===== config.mk =====
export PLATFORM = sky130hd
export DESIGN_NAME = wav_pcm_stream_parser
export DESIGN_NICKNAME = d
export VERILOG_FILES = /design/src/hw/rtl/wav_pkg.sv /design/src/hw/rtl/wav_pcm_stream_parser.sv
export SDC_FILE = /design/constraint.sdc
export NUM_CORES = 1
export LEC_CHECK = 0
export ABC_AREA = 1
export BUFFER_PORTS_ARGS = -buffer_cell sky130_fd_sc_hd__buf_4
export CAP_MARGIN = 40
export CELL_PAD_IN_SITES_DETAIL_PLACEMENT = 1
export CELL_PAD_IN_SITES_GLOBAL_PLACEMENT = 1
export CORE_UTILIZATION = 49
export CTS_CLUSTER_DIAMETER = 80
export DETAILED_ROUTE_END_ITERATION = 16
export PLACE_DENSITY_LB_ADDON = 0.15
export SLEW_MARGIN = 20
export SYNTH_ARGS = -nofsm -noshare
export SYNTH_HDL_FRONTEND = slang
export SYNTH_SLANG_ARGS = --single-unit

===== constraint.sdc =====
create_clock -name clk -period 6.1 [get_ports clk]
set_input_delay 0.61 -clock clk [delete_from_list [all_inputs] [get_ports clk]]
set_output_delay 0.61 -clock clk [all_outputs]
set_load 0.05 [all_outputs]

===== src/hw/rtl/wav_pkg.sv =====
`default_nettype none
// ----------------------------------------------------------------------------
// wav_pkg: shared constants for the wav pcm stream parser
// Header layout, tag bytes, result kinds and error codes.
// ----------------------------------------------------------------------------
package wav_pkg;

	// field widths
	localparam int unsigned ByteW   = 8;
	localparam int unsigned KindW   = 2;
	localparam int unsigned SampleW = 32;
	localparam int unsigned RateW   = 32;
	localparam int unsigned ErrW    = 4;
	localparam int unsigned OutDataW = 72;   // sample, rate, error, zero fill

	// header geometry
	localparam int unsigned HdrCntW = 6;
	localparam logic [HdrCntW-1:0] HEADER_LAST = 6'd43;

	// result kinds
	localparam logic [KindW-1:0] KIND_SAMPLE = 2'd0;
	localparam logic [KindW-1:0] KIND_HEADER = 2'd1;
	localparam logic [KindW-1:0] KIND_ERROR  = 2'd2;

	// error codes
	localparam logic [ErrW-1:0] ERR_SHORT_HDR  = 4'd0;
	localparam logic [ErrW-1:0] ERR_RIFF       = 4'd1;
	localparam logic [ErrW-1:0] ERR_WAVE       = 4'd2;
	localparam logic [ErrW-1:0] ERR_FMT        = 4'd3;
	localparam logic [ErrW-1:0] ERR_NOT_PCM    = 4'd4;
	localparam logic [ErrW-1:0] ERR_NOT_MONO   = 4'd5;
	localparam logic [ErrW-1:0] ERR_DATA_TAG   = 4'd6;
	localparam logic [ErrW-1:0] ERR_BLK_ALIGN  = 4'd7;
	localparam logic [ErrW-1:0] ERR_SHORT_DATA = 4'd8;

	// tag mismatch flag positions
	localparam int unsigned FLAG_RIFF = 0;
	localparam int unsigned FLAG_WAVE = 1;
	localparam int unsigned FLAG_FMT  = 2;
	localparam int unsigned FLAG_DATA = 3;

	// expected tag byte by tag and byte position
	function automatic logic [ByteW-1:0] tag_byte(input int unsigned flag,
			input logic [1:0] idx);
		logic [31:0] word;
		begin
			case (flag)
				FLAG_RIFF: word = 32'h52494646;   // "RIFF"
				FLAG_WAVE: word = 32'h57415645;   // "WAVE"
				FLAG_FMT:  word = 32'h666D7420;   // "fmt "
				default:   word = 32'h64617461;   // "data"
			endcase
			case (idx)
				2'd0:    tag_byte = word[31:24];
				2'd1:    tag_byte = word[23:16];
				2'd2:    tag_byte = word[15:8];
				default: tag_byte = word[7:0];
			endcase
		end
	endfunction

endpackage : wav_pkg
`default_nettype wire


===== src/hw/rtl/wav_pcm_stream_parser.sv =====
`default_nettype none
// ----------------------------------------------------------------------------
// wav_pcm_stream_parser: byte-serial mono pcm wav parser
// Checks the 44-byte canonical header and turns data blocks into q1.31.
// ----------------------------------------------------------------------------
// Usage:
//   s_* carries one file byte per item in s_tdata. s_tlast marks an
//   end-of-file item that carries no byte; s_tuser set clears the parser
//   before the item is taken (start of a new file).
//   m_* carries at most one result per input item: m_tuser is the kind
//   (sample, header accepted, error), m_tdata holds sample, rate and error.
//   The header result appears after the 44th byte, one sample after each
//   completed block of block-align bytes, an error on a failed header check
//   or on end of file before the parser has stopped.
// Throughput and timing:
//   one byte per cycle while s_tready is high; a result is valid on m_* in
//   the cycle after the item that caused it, as the single output register
//   holds it. A new item is taken whenever it is empty or being drained.
// Reset and stall:
//   arst_n clears the parser to the header phase and empties the output.
//   While m_tready is low with a result pending, s_tready drops and the
//   pending result holds.
// ----------------------------------------------------------------------------
module wav_pcm_stream_parser (
	input  wire logic                            clk,
	input  wire logic                            arst_n,
	// bits: data_byte[7:0]
	input  wire logic [wav_pkg::ByteW-1:0]       s_tdata,
	input  wire logic                            s_tlast,
	// bits: new_file[0]
	input  wire logic                            s_tuser,
	input  wire logic                            s_tvalid,
	output      logic                            s_tready,
	// bits: sample_value[31:0], sample_rate[63:32], error_code[67:64], zero[71:68]
	output      logic [wav_pkg::OutDataW-1:0]    m_tdata,
	// bits: result_kind[1:0]
	output      logic [wav_pkg::KindW-1:0]       m_tuser,
	output      logic                            m_tvalid,
	input  wire logic                            m_tready
);
	import wav_pkg::*;

	typedef enum logic [1:0] {PH_HEADER, PH_DATA, PH_STOP} phase_t;

	// parser state
	phase_t               phase_q;
	logic [HdrCntW-1:0]   hdr_cnt_q;
	logic [3:0]           tag_flags_q;
	logic [15:0]          audio_fmt_q;
	logic [15:0]          chan_cnt_q;
	logic [RateW-1:0]     rate_q;
	logic [15:0]          blk_align_q;
	logic [15:0]          bits_q;
	logic [31:0]          left_q;
	logic [1:0]           blk_idx_q;
	logic [31:0]          asm_q;

	// output register
	logic                 out_valid_q;
	logic [KindW-1:0]     out_kind_q;
	logic [SampleW-1:0]   out_smp_q;
	logic [RateW-1:0]     out_rate_q;
	logic [ErrW-1:0]      out_err_q;

	// state seen by this item, after an optional clear
	phase_t               cur_phase;
	logic [HdrCntW-1:0]   cur_cnt;
	logic [3:0]           cur_flags;
	logic [15:0]          cur_fmt, cur_chan, cur_align, cur_bits;
	logic [RateW-1:0]     cur_rate;
	logic [31:0]          cur_left, cur_asm;
	logic [1:0]           cur_idx;

	// next state and result
	phase_t               nxt_phase;
	logic [HdrCntW-1:0]   nxt_cnt;
	logic [3:0]           nxt_flags;
	logic [15:0]          nxt_fmt, nxt_chan, nxt_align, nxt_bits;
	logic [RateW-1:0]     nxt_rate;
	logic [31:0]          nxt_left, nxt_asm, left_sub;
	logic [1:0]           nxt_idx;
	logic                 res_valid;
	logic [KindW-1:0]     res_kind;
	logic [SampleW-1:0]   res_smp;
	logic [ErrW-1:0]      res_err;
	logic [ErrW-1:0]      hdr_err;
	logic                 hdr_bad;
	logic [ByteW-1:0]     b;
	logic [HdrCntW-1:0]   pos;
	logic                 in_fire;

	assign in_fire  = s_tvalid && s_tready;
	assign s_tready = !out_valid_q || m_tready;
	assign b        = s_tdata;

	// clear on new file
	always_comb begin
		if (s_tuser) begin
			cur_phase = PH_HEADER;
			cur_cnt   = '0;
			cur_flags = '0;
			cur_fmt   = '0;
			cur_chan  = '0;
			cur_rate  = '0;
			cur_align = '0;
			cur_bits  = '0;
			cur_left  = '0;
			cur_idx   = '0;
			cur_asm   = '0;
		end else begin
			cur_phase = phase_q;
			cur_cnt   = hdr_cnt_q;
			cur_flags = tag_flags_q;
			cur_fmt   = audio_fmt_q;
			cur_chan  = chan_cnt_q;
			cur_rate  = rate_q;
			cur_align = blk_align_q;
			cur_bits  = bits_q;
			cur_left  = left_q;
			cur_idx   = blk_idx_q;
			cur_asm   = asm_q;
		end
	end

	// header capture, checks and block assembly
	always_comb begin
		pos       = cur_cnt;
		nxt_phase = cur_phase;
		nxt_cnt   = cur_cnt;
		nxt_flags = cur_flags;
		nxt_fmt   = cur_fmt;
		nxt_chan  = cur_chan;
		nxt_rate  = cur_rate;
		nxt_align = cur_align;
		nxt_bits  = cur_bits;
		nxt_left  = cur_left;
		nxt_idx   = cur_idx;
		nxt_asm   = cur_asm;
		left_sub  = '0;
		hdr_err   = ERR_SHORT_HDR;
		hdr_bad   = 1'b0;
		res_valid = 1'b0;
		res_kind  = KIND_SAMPLE;
		res_smp   = '0;
		res_err   = ERR_SHORT_HDR;

		if (s_tlast) begin
			if (cur_phase == PH_HEADER) begin
				nxt_phase = PH_STOP;
				res_valid = 1'b1;
				res_kind  = KIND_ERROR;
				res_err   = ERR_SHORT_HDR;
			end else if (cur_phase == PH_DATA) begin
				nxt_phase = PH_STOP;
				res_valid = 1'b1;
				res_kind  = KIND_ERROR;
				res_err   = ERR_SHORT_DATA;
			end
		end else if (cur_phase == PH_HEADER) begin
			// capture this header byte
			if (pos < 6'd4) begin
				if (b != tag_byte(FLAG_RIFF, pos[1:0])) nxt_flags[FLAG_RIFF] = 1'b1;
			end else if (pos >= 6'd8 && pos < 6'd12) begin
				if (b != tag_byte(FLAG_WAVE, pos[1:0])) nxt_flags[FLAG_WAVE] = 1'b1;
			end else if (pos >= 6'd12 && pos < 6'd16) begin
				if (b != tag_byte(FLAG_FMT, pos[1:0])) nxt_flags[FLAG_FMT] = 1'b1;
			end else if (pos >= 6'd20 && pos < 6'd22) begin
				nxt_fmt = cur_fmt | (16'(b) << {pos[0], 3'b000});
			end else if (pos >= 6'd22 && pos < 6'd24) begin
				nxt_chan = cur_chan | (16'(b) << {pos[0], 3'b000});
			end else if (pos >= 6'd24 && pos < 6'd28) begin
				nxt_rate = cur_rate | (32'(b) << {pos[1:0], 3'b000});
			end else if (pos >= 6'd32 && pos < 6'd34) begin
				nxt_align = cur_align | (16'(b) << {pos[0], 3'b000});
			end else if (pos >= 6'd34 && pos < 6'd36) begin
				nxt_bits = cur_bits | (16'(b) << {pos[0], 3'b000});
			end else if (pos >= 6'd36 && pos < 6'd40) begin
				if (b != tag_byte(FLAG_DATA, pos[1:0])) nxt_flags[FLAG_DATA] = 1'b1;
			end else if (pos >= 6'd40 && pos < 6'd44) begin
				nxt_left = cur_left | (32'(b) << {pos[1:0], 3'b000});
			end
			nxt_cnt = cur_cnt + 6'd1;

			// first failing check wins
			if (nxt_flags[FLAG_RIFF]) begin
				hdr_bad = 1'b1; hdr_err = ERR_RIFF;
			end else if (nxt_flags[FLAG_WAVE]) begin
				hdr_bad = 1'b1; hdr_err = ERR_WAVE;
			end else if (nxt_flags[FLAG_FMT]) begin
				hdr_bad = 1'b1; hdr_err = ERR_FMT;
			end else if (nxt_fmt != 16'd1) begin
				hdr_bad = 1'b1; hdr_err = ERR_NOT_PCM;
			end else if (nxt_chan != 16'd1) begin
				hdr_bad = 1'b1; hdr_err = ERR_NOT_MONO;
			end else if (nxt_flags[FLAG_DATA]) begin
				hdr_bad = 1'b1; hdr_err = ERR_DATA_TAG;
			end else if (nxt_align < 16'd1 || nxt_align > 16'd4) begin
				hdr_bad = 1'b1; hdr_err = ERR_BLK_ALIGN;
			end

			// last header byte: report
			if (pos == HEADER_LAST) begin
				res_valid = 1'b1;
				if (hdr_bad) begin
					nxt_phase = PH_STOP;
					res_kind  = KIND_ERROR;
					res_err   = hdr_err;
				end else begin
					nxt_idx   = '0;
					nxt_asm   = '0;
					nxt_phase = (nxt_left < 32'(nxt_align)) ? PH_STOP : PH_DATA;
					res_kind  = KIND_HEADER;
				end
			end
		end else if (cur_phase == PH_DATA) begin
			// little-endian block assembly
			nxt_asm = cur_asm | (32'(b) << {cur_idx, 3'b000});
			if (({1'b0, cur_idx} + 3'd1) >= cur_align[2:0] || cur_align[15:3] != '0) begin
				case (cur_bits)
					16'd8:   res_smp = {nxt_asm[7:0], 24'd0};
					16'd16:  res_smp = {nxt_asm[15:0], 16'd0};
					16'd32:  res_smp = nxt_asm;
					default: res_smp = '0;
				endcase
				left_sub  = cur_left - 32'(cur_align);
				nxt_left  = left_sub;
				nxt_idx   = '0;
				nxt_asm   = '0;
				if (left_sub < 32'(cur_align)) nxt_phase = PH_STOP;
				res_valid = 1'b1;
				res_kind  = KIND_SAMPLE;
			end else begin
				nxt_idx = cur_idx + 2'd1;
			end
		end
	end

	// state and output register
	always_ff @(posedge clk or negedge arst_n) begin
		if (!arst_n) begin
			phase_q     <= PH_HEADER;
			hdr_cnt_q   <= '0;
			tag_flags_q <= '0;
			audio_fmt_q <= '0;
			chan_cnt_q  <= '0;
			rate_q      <= '0;
			blk_align_q <= '0;
			bits_q      <= '0;
			left_q      <= '0;
			blk_idx_q   <= '0;
			asm_q       <= '0;
			out_valid_q <= 1'b0;
			out_kind_q  <= KIND_SAMPLE;
			out_smp_q   <= '0;
			out_rate_q  <= '0;
			out_err_q   <= ERR_SHORT_HDR;
		end else begin
			if (m_tready) begin
				out_valid_q <= 1'b0;
			end
			if (in_fire) begin
				phase_q     <= nxt_phase;
				hdr_cnt_q   <= nxt_cnt;
				tag_flags_q <= nxt_flags;
				audio_fmt_q <= nxt_fmt;
				chan_cnt_q  <= nxt_chan;
				rate_q      <= nxt_rate;
				blk_align_q <= nxt_align;
				bits_q      <= nxt_bits;
				left_q      <= nxt_left;
				blk_idx_q   <= nxt_idx;
				asm_q       <= nxt_asm;
				if (res_valid) begin
					out_valid_q <= 1'b1;
					out_kind_q  <= res_kind;
					out_smp_q   <= (res_kind == KIND_SAMPLE) ? res_smp : '0;
					out_rate_q  <= (res_kind == KIND_HEADER) ? nxt_rate : '0;
					out_err_q   <= (res_kind == KIND_ERROR) ? res_err : ERR_SHORT_HDR;
				end
			end
		end
	end

	assign m_tvalid = out_valid_q;
	assign m_tuser  = out_kind_q;
	assign m_tdata  = {4'd0, out_err_q, out_rate_q, out_smp_q};

endmodule : wav_pcm_stream_parser
`default_nettype wire

After elaboration in Yosys (flattened, before gate mapping)
Cells that the tools add are included.
W data, S select, Z words.
- flip-flop bits (word level): 245
- input bits: 14
- $add $sub $neg: 4
- $lt $le $gt $ge: 24
- equal/unequal tests: 15
- shift operators: 3
- mux-type cells: 192
- bitwise logic cells: 7
- reduce and logical (&&, ||, !) cells: 19
- operators with widths (operator ; count):
    $mux W32 ; 39
    $mux W16 ; 42
    $mux W8 ; 23
    $or A32 B32 Y32 ; 3
    $pmux W32 S3 ; 1
    $lt A32 B16 Y1 ; 2
    $or A16 B16 Y16 ; 4
    $shl A8 B5 Y32 ; 2
    $mux W2 ; 25
    $mux W4 ; 10
    $mux W1 ; 35
    $ne A16 B1 Y1 const B ; 2
    $ne A8 B8 Y1 ; 4
    $sub A32 B16 Y32 ; 1
    $mux W3 ; 10
    $ge A6 B6 Y1 const B ; 4
    $lt A6 B5 Y1 const B ; 4
    $lt A6 B6 Y1 const B ; 4
    $pmux W7 S3 ; 1
    $pmux W5 S2 ; 2
    $ge A6 B5 Y1 const B ; 3
    $mux W6 ; 3
    $eq A16 B4 Y1 const B ; 1
    $eq A16 B5 Y1 const B ; 1
    21 further kinds ; 38

Longest topological paths before layout
- depth after elaboration: 41
- gate-level depth with buffers: 31

Worst setup path before layout
No wires, ideal clock.
- path type: input -> register
- from: in s_tuser
- to: reg phase_q[0]
- setup time: 0.124 ns
- arrival time: 4.252 ns
- required time: 5.976 ns
- path slack: 1.724 ns
- stages on the path: 30
- buffers on the path: 8
- path through: buf_6 -> inv_4 -> buf_6 -> buf_6 -> buf_6 -> buf_6 -> buf_2 -> buf_2 -> buf_1 -> nand2_1 -> inv_1 -> ha_1 -> nand2_1 -> nand2_1 -> inv_1 -> nand2_1 -> nand2_1 -> nand2_1 -> nand2_1 -> nand2_1 -> xor2_1 -> ha_1 -> a21oi_1 -> nor3_1 -> a211oi_1 -> o21ai_0 -> a21oi_1 -> nand4_1 -> a21oi_1 -> a21oi_1
- longest elaborated chain between the ends: 39
- elaborated cells on any way between the ends: 164
- classes of those cells: add/sub: 2; order compare: 24; eq/ne: 10; shift: 2; mux: 108; bitwise: 4; reduce/logical: 14
- ends and longest elaborated chain (element ; RTL line ; source):
    start, declared ; wav_pcm_stream_parser.sv:31 ; input wire logic s_tuser,
    $mux W6 ; wav_pcm_stream_parser.sv:98 ; if (s_tuser) begin
    $eq A2 B2 Y1 or $logic_not A2 Y1 (tied branches) ; -- ;
    $pmux W5 S2 ; wav_pkg.sv:53 ; case (idx)
    $mux W8 ; wav_pcm_stream_parser.sv:177 ; end else if (pos >= 6'd36 && pos < 6'd40) begin
    $mux W8 ; wav_pcm_stream_parser.sv:175 ; end else if (pos >= 6'd34 && pos < 6'd36) begin
    $mux W8 ; wav_pcm_stream_parser.sv:173 ; end else if (pos >= 6'd32 && pos < 6'd34) begin
    $mux W8 ; wav_pcm_stream_parser.sv:171 ; end else if (pos >= 6'd24 && pos < 6'd28) begin
    $mux W8 ; wav_pcm_stream_parser.sv:169 ; end else if (pos >= 6'd22 && pos < 6'd24) begin
    [... 23 more ...] ; -- ;
    $mux W1 ; wav_pcm_stream_parser.sv:187 ; end else if (nxt_flags[FLAG_WAVE]) begin
    $mux W1 ; wav_pcm_stream_parser.sv:185 ; if (nxt_flags[FLAG_RIFF]) begin
    $mux W1 ; wav_pcm_stream_parser.sv:159 ; end else if (cur_phase == PH_HEADER) begin
    $mux W1 ; wav_pcm_stream_parser.sv:147 ; if (s_tlast) begin
    $mux W2 ; wav_pcm_stream_parser.sv:204 ; if (hdr_bad) begin
    $mux W2 ; wav_pcm_stream_parser.sv:202 ; if (pos == HEADER_LAST) begin
    $mux W2 ; wav_pcm_stream_parser.sv:159 ;
    $mux W2 * ; wav_pcm_stream_parser.sv:147 ;
    end signal, assigned ; wav_pcm_stream_parser.sv:262 ; phase_q <= nxt_phase;
    end, declared ; wav_pcm_stream_parser.sv:46 ; phase_t phase_q;
Mark *: on every way between the ends. The rest lies on a longest branch, timed or not. The select of a mux whose other input is x is not followed.
A chain may end at the register's enable or synchronous reset.

Worst setup path in the final report
- from: reg blk_idx_q[1]
- to: reg out_smp_q[30]
- longest elaborated chain between the ends: 9
- elaborated cells on any way between the ends: 17
- classes of those cells: add/sub: 1; order compare: 1; shift: 1; mux: 11; bitwise: 1; reduce/logical: 2
- ends and longest elaborated chain (element ; RTL line ; source):
    start, declared ; wav_pcm_stream_parser.sv:55 ; logic [1:0] blk_idx_q;
    start signal, assigned ; wav_pcm_stream_parser.sv:271 ; blk_idx_q <= nxt_idx;
    $mux W2 * ; wav_pcm_stream_parser.sv:98 ;
    $shl A8 B5 Y32 or $add A2 B1 Y3 (tied branches) ; wav_pcm_stream_parser.sv:217, wav_pcm_stream_parser.sv:218 ;
    $or A32 B32 Y32 or $ge A3 B3 Y1 (tied branches) ; wav_pcm_stream_parser.sv:217, wav_pcm_stream_parser.sv:218 ;
    $pmux W32 S3 or $logic_or A1 B1 Y1 (tied branches) ; wav_pcm_stream_parser.sv:219, wav_pcm_stream_parser.sv:218 ;
    $mux W32 or $mux W1 (tied branches) ; wav_pcm_stream_parser.sv:218 ; if (({1'b0, cur_idx} + 3'd1) >= cur_align[2:0] || cur_align[15:3] != '0) begin
    $mux W32 or $mux W1 (tied branches) ; wav_pcm_stream_parser.sv:215 ; end else if (cur_phase == PH_DATA) begin
    $mux W32 or $mux W1 (tied branches) ; wav_pcm_stream_parser.sv:159 ;
    $mux W32 or $mux W1 (tied branches) ; wav_pcm_stream_parser.sv:147 ;
    $mux W32 or $reduce_and A2 Y1 (tied branches) ; -- ;
    end signal, assigned ; wav_pcm_stream_parser.sv:276 ; out_smp_q <= (res_kind == KIND_SAMPLE) ? res_smp : '0;
    end, declared ; wav_pcm_stream_parser.sv:61 ; logic [SampleW-1:0] out_smp_q;
Mark *: on every way between the ends. The rest lies on a longest branch, timed or not.

==> flow_summary.json <==
{
  "status": "finished, final reports clean",
  "htree_levels": 1,
  "gp_congestion": 1.00,
  "die_w_um": 187,
  "grt_max_degree": 131,
  "start_kind": "flip-flop",
  "synth-seq-cells": 245,
  "drive_gt1_share_pct": 10.1,
  "cts_resized": 0,
  "clockPowerShare_pct": 35.8,
  "hold_class": "in -> async",
  "critPathArrivalTime_ns": 5.05,
  "drtAntennaViolNets": 0,
  "synth_top_family_by_area": "simple AND/OR/NAND/NOR gates",
  "ctsRootBufferMaster": "clkbuf_16",
  "p_leak_uw": 0.00935,
  "dr.pass1.iters": 6,
  "track_usage_pct": 38.8,
  "clk_latency_ns": 0.57,
  "critPathLaunch": "blk_idx_q[1]",
  "final_nets": 2521,
  "wirelength_mm": 67.5,
  "synth-compound-area-share_pct": 20.1,
  "period_share_pct": 75.1,
  "r2r_slack_ns": 1.52,
  "p_int_uw": 3160,
  "dp_hpwl_mm": 48.2,
  "synth-simple-area-share_pct": 26.8,
  "grt_pass1_vias": 18400,
  "core_um2": 33700,
  "power.switching_uw": 1840,
  "slew_violations": 0,
  "cts_hold_buf": 0,
  "crit_type": "reg -> reg",
  "cp.required_ns": 6.57,
  "ys.flop_type": "dfrtp_1",
  "vias_per_cell": 6.18,
  "ys_warn_count": 0,
  "syn_avg_cell_area_um2": 6.99,
  "post_drt_wl_per_cell_um": 23.2,
  "reg2reg_depth": 17,
  "synthAdderAreaFrac_pct": 4.80,
  "hold_violations": 0,
  "finalCriticalPeriod_ns": 4.58,
  "tightest_slew_ns": 1.01,
  "stdcell_count": 2910,
  "grt_pass1_wl_mm": 107,
  "ys_seq_area_share_pct": 36.4,
  "syn_area_um2": 16800,
  "endpoint": "out_smp_q[30]",
  "synthMuxAreaShare_pct": 0,
  "setup_viol": 0,
  "yosys.area.top_type": "dfrtp_1",
  "grt_setup_unrepaired": "no",
  "reg2reg_to": "out_smp_q[30]",
  "antenna_found_initial": 1,
  "grt_remaining_overflow": 0,
  "dp_slack_ns": 1.26,
  "place_inst": 2858,
  "synthXorXnorAreaFrac_pct": 1.25,
  "fmax_mhz": 218,
  "synth_area_leaders": "dfrtp_1, nand2_1, inv_1",
  "ios": 90,
  "areaGrowthSynthToFinish_pct": 12.0,
  "cts_sinks": 245,
  "vdd_drop_max_mv": 0.230,
  "synth_edf_count": 0,
  "cts_tree": "yes",
  "pwr-share-seq_pct": 35.5,
  "die_h_um": 187,
  "maxCapViolCount": 0,
  "drc": 0,
  "switching_share_pct": 36.8,
  "ys_async_sr_fraction_pct": 100,
  "r2r_start": "blk_idx_q[1]",
  "endpoint_kind": "flip-flop",
  "crit_fanout": 13,
  "n_antenna_cell": 0,
  "pwr-share-comb_pct": 28.7,
  "postSynthCellCount": 2407,
  "timing.final.ws_setup_ns": 1.52,
  "fin_tns_setup_ns": 0,
  "drtIter0Drc": 1692,
  "rows": 67,
  "path_clk_slew_ns": 0.06,
  "post_cts_buffers": 0,
  "yosysTopAreaCellShare_pct": 36.4,
  "relSlewSlack_pct": 32.5,
  "cts_buffers": 29,
  "initial_utilization_pct": 49.9,
  "p_per_area_nw_per_um2": 265,
  "io_buffers": 85,
  "ys_types": 57,
  "cts_buffer_depth": 3,
  "num_vias": 18000,
  "fin_skew_ns": 0.0275,
  "dieArea_um2": 35100
}
-- sequential cells by signal, summed over array words and instances (netlist names), 2 cells and up --
name         count
out_rate_q      32
left_q          32
phase_q          2
out_smp_q       32
chan_cnt_q      16
blk_align_q     16
tag_flags_q      4
asm_q           32
bits_q          16
out_err_q        4
m_tuser          2
audio_fmt_q     16
blk_idx_q        2
hdr_cnt_q        6
rate_q          32
-- layer usage --
metal	track usage, %	wire, µm	vias up
met2	63.0	31400	794
met1	51.8	27900	8915
li1	-	-	8077
met3	6.12	5510	197
met5	0	0	-
met4	15.1	2680	0
-- synth_stat cells (7+ instances only) --
cell      count
inv_2        15
o21ai_1      25
inv_1       300
nor3_1       23
buf_6         7
o211ai_1     10
xnor2_1       8
nand3_1     141
nand4_1      30
a32o_1        8
nand2_1     624
buf_2        21
a22o_1       11
ha_1         63
a31oi_1      13
xor2_1       16
o31ai_1      20
o22ai_1      73
nor2_4        7
buf_4         7
nor2_2        8
buf_1         8
a21oi_1     129
clkbuf_1     84
nand2_2      14
o21ai_2      12
a221oi_1     36
o21ai_0     189
dfrtp_1     245
a22oi_1      13
nor2_1      191
-- worst min path at each step --
stage	from	end	slack (ns)	cells after the start
5_1_grt	arst_n	chan_cnt_q[5]	0.20	1
4_1_cts	arst_n	chan_cnt_q[7]	0.20	1
3_3_place_gp	asm_q[16]	asm_q[16]	0.46	2
6_report	arst_n	chan_cnt_q[7]	0.1	1
2_1_floorplan	arst_n	asm_q[0]	0.31	0
3_5_place_dp	asm_q[2]	asm_q[2]	0.47	2
-- critical path, cell delays in order, from the launching register on --
cell	delay, ns
dfrtp_1	0.56
clkinv_1	0.41
nor2_1	0.20
buf_4	0.22
ha_1	0.28
ha_1	0.29
o21ai_0	0.08
nand2_1	0.07
a21oi_1	0.06
nand2_1	0.12
nand2_1	0.22
nor2_2	0.19
inv_1	0.30
nor2_1	0.27
inv_1	0.06
nor2_1	0.65
inv_1	0.21
o21ai_0	0.27
-- power by group through the flow --
stage / Combinational (µW) / Clock (µW) / Sequential (µW)
finish: 1430 / 1790 / 1770
global route: 1570 / 1850 / 1780
CTS: 1400 / 1800 / 1770
detailed placement: 1380 / 0 / 1800
global placement: 1330 / 0 / 1800
floorplan: 918 / 0 / 1790
-- metrics by stage --
step	hold slack (ns)	utilization (%)	cell area, µm²	total power [µW]
final	0.0997	55.9	18800	5000
after detailed placement	0.465	52.9	17800	3180
after global routing	0.200	55.9	18800	5200
after global placement	0.462	52.9	17800	3130
after CTS	0.195	55.8	18800	4970
after floorplan	0.314	-	16800	2710
-- area by class of cell --
type	instances	area [µm²]
clock inverters	10	135
inverters	321	1210
flip-flops and latches	245	6130
clock buffers	40	817
repair buffers	129	1040
multi-input cells	1717	8950
fillers	4418	14900
well taps	448	561
-- logic make-up after synthesis --
| group | count (synthesis) |
|---|---|
| other cells | 1 |
| compound gates | 564 |
| xor+xnor | 24 |
| buf+inv | 448 |
| fa+ha+maj | 64 |
| flops | 245 |
| simple gates | 1061 |
-- layout by cell type, fill, tap and decap left out, types with 14 or more instances in the layout --
master / synthesis / routed
nand2_2: 14 / 14
nand4_1: 30 / 30
a221oi_1: 36 / 36
dfrtp_1: 245 / 245
inv_1: 300 / 300
ha_1: 63 / 63
inv_2: 15 / 15
buf_4: 7 / 123
a21oi_1: 129 / 129
o21ai_0: 189 / 189
nand3_1: 141 / 141
o31ai_1: 20 / 20
xor2_1: 16 / 16
clkbuf_16: 0 / 29
nor2_1: 191 / 185
nor3_1: 23 / 23
nand2_1: 624 / 623
o21ai_1: 25 / 25
o22ai_1: 73 / 73
No activity file was read; power rests on OpenSTA's default activity.
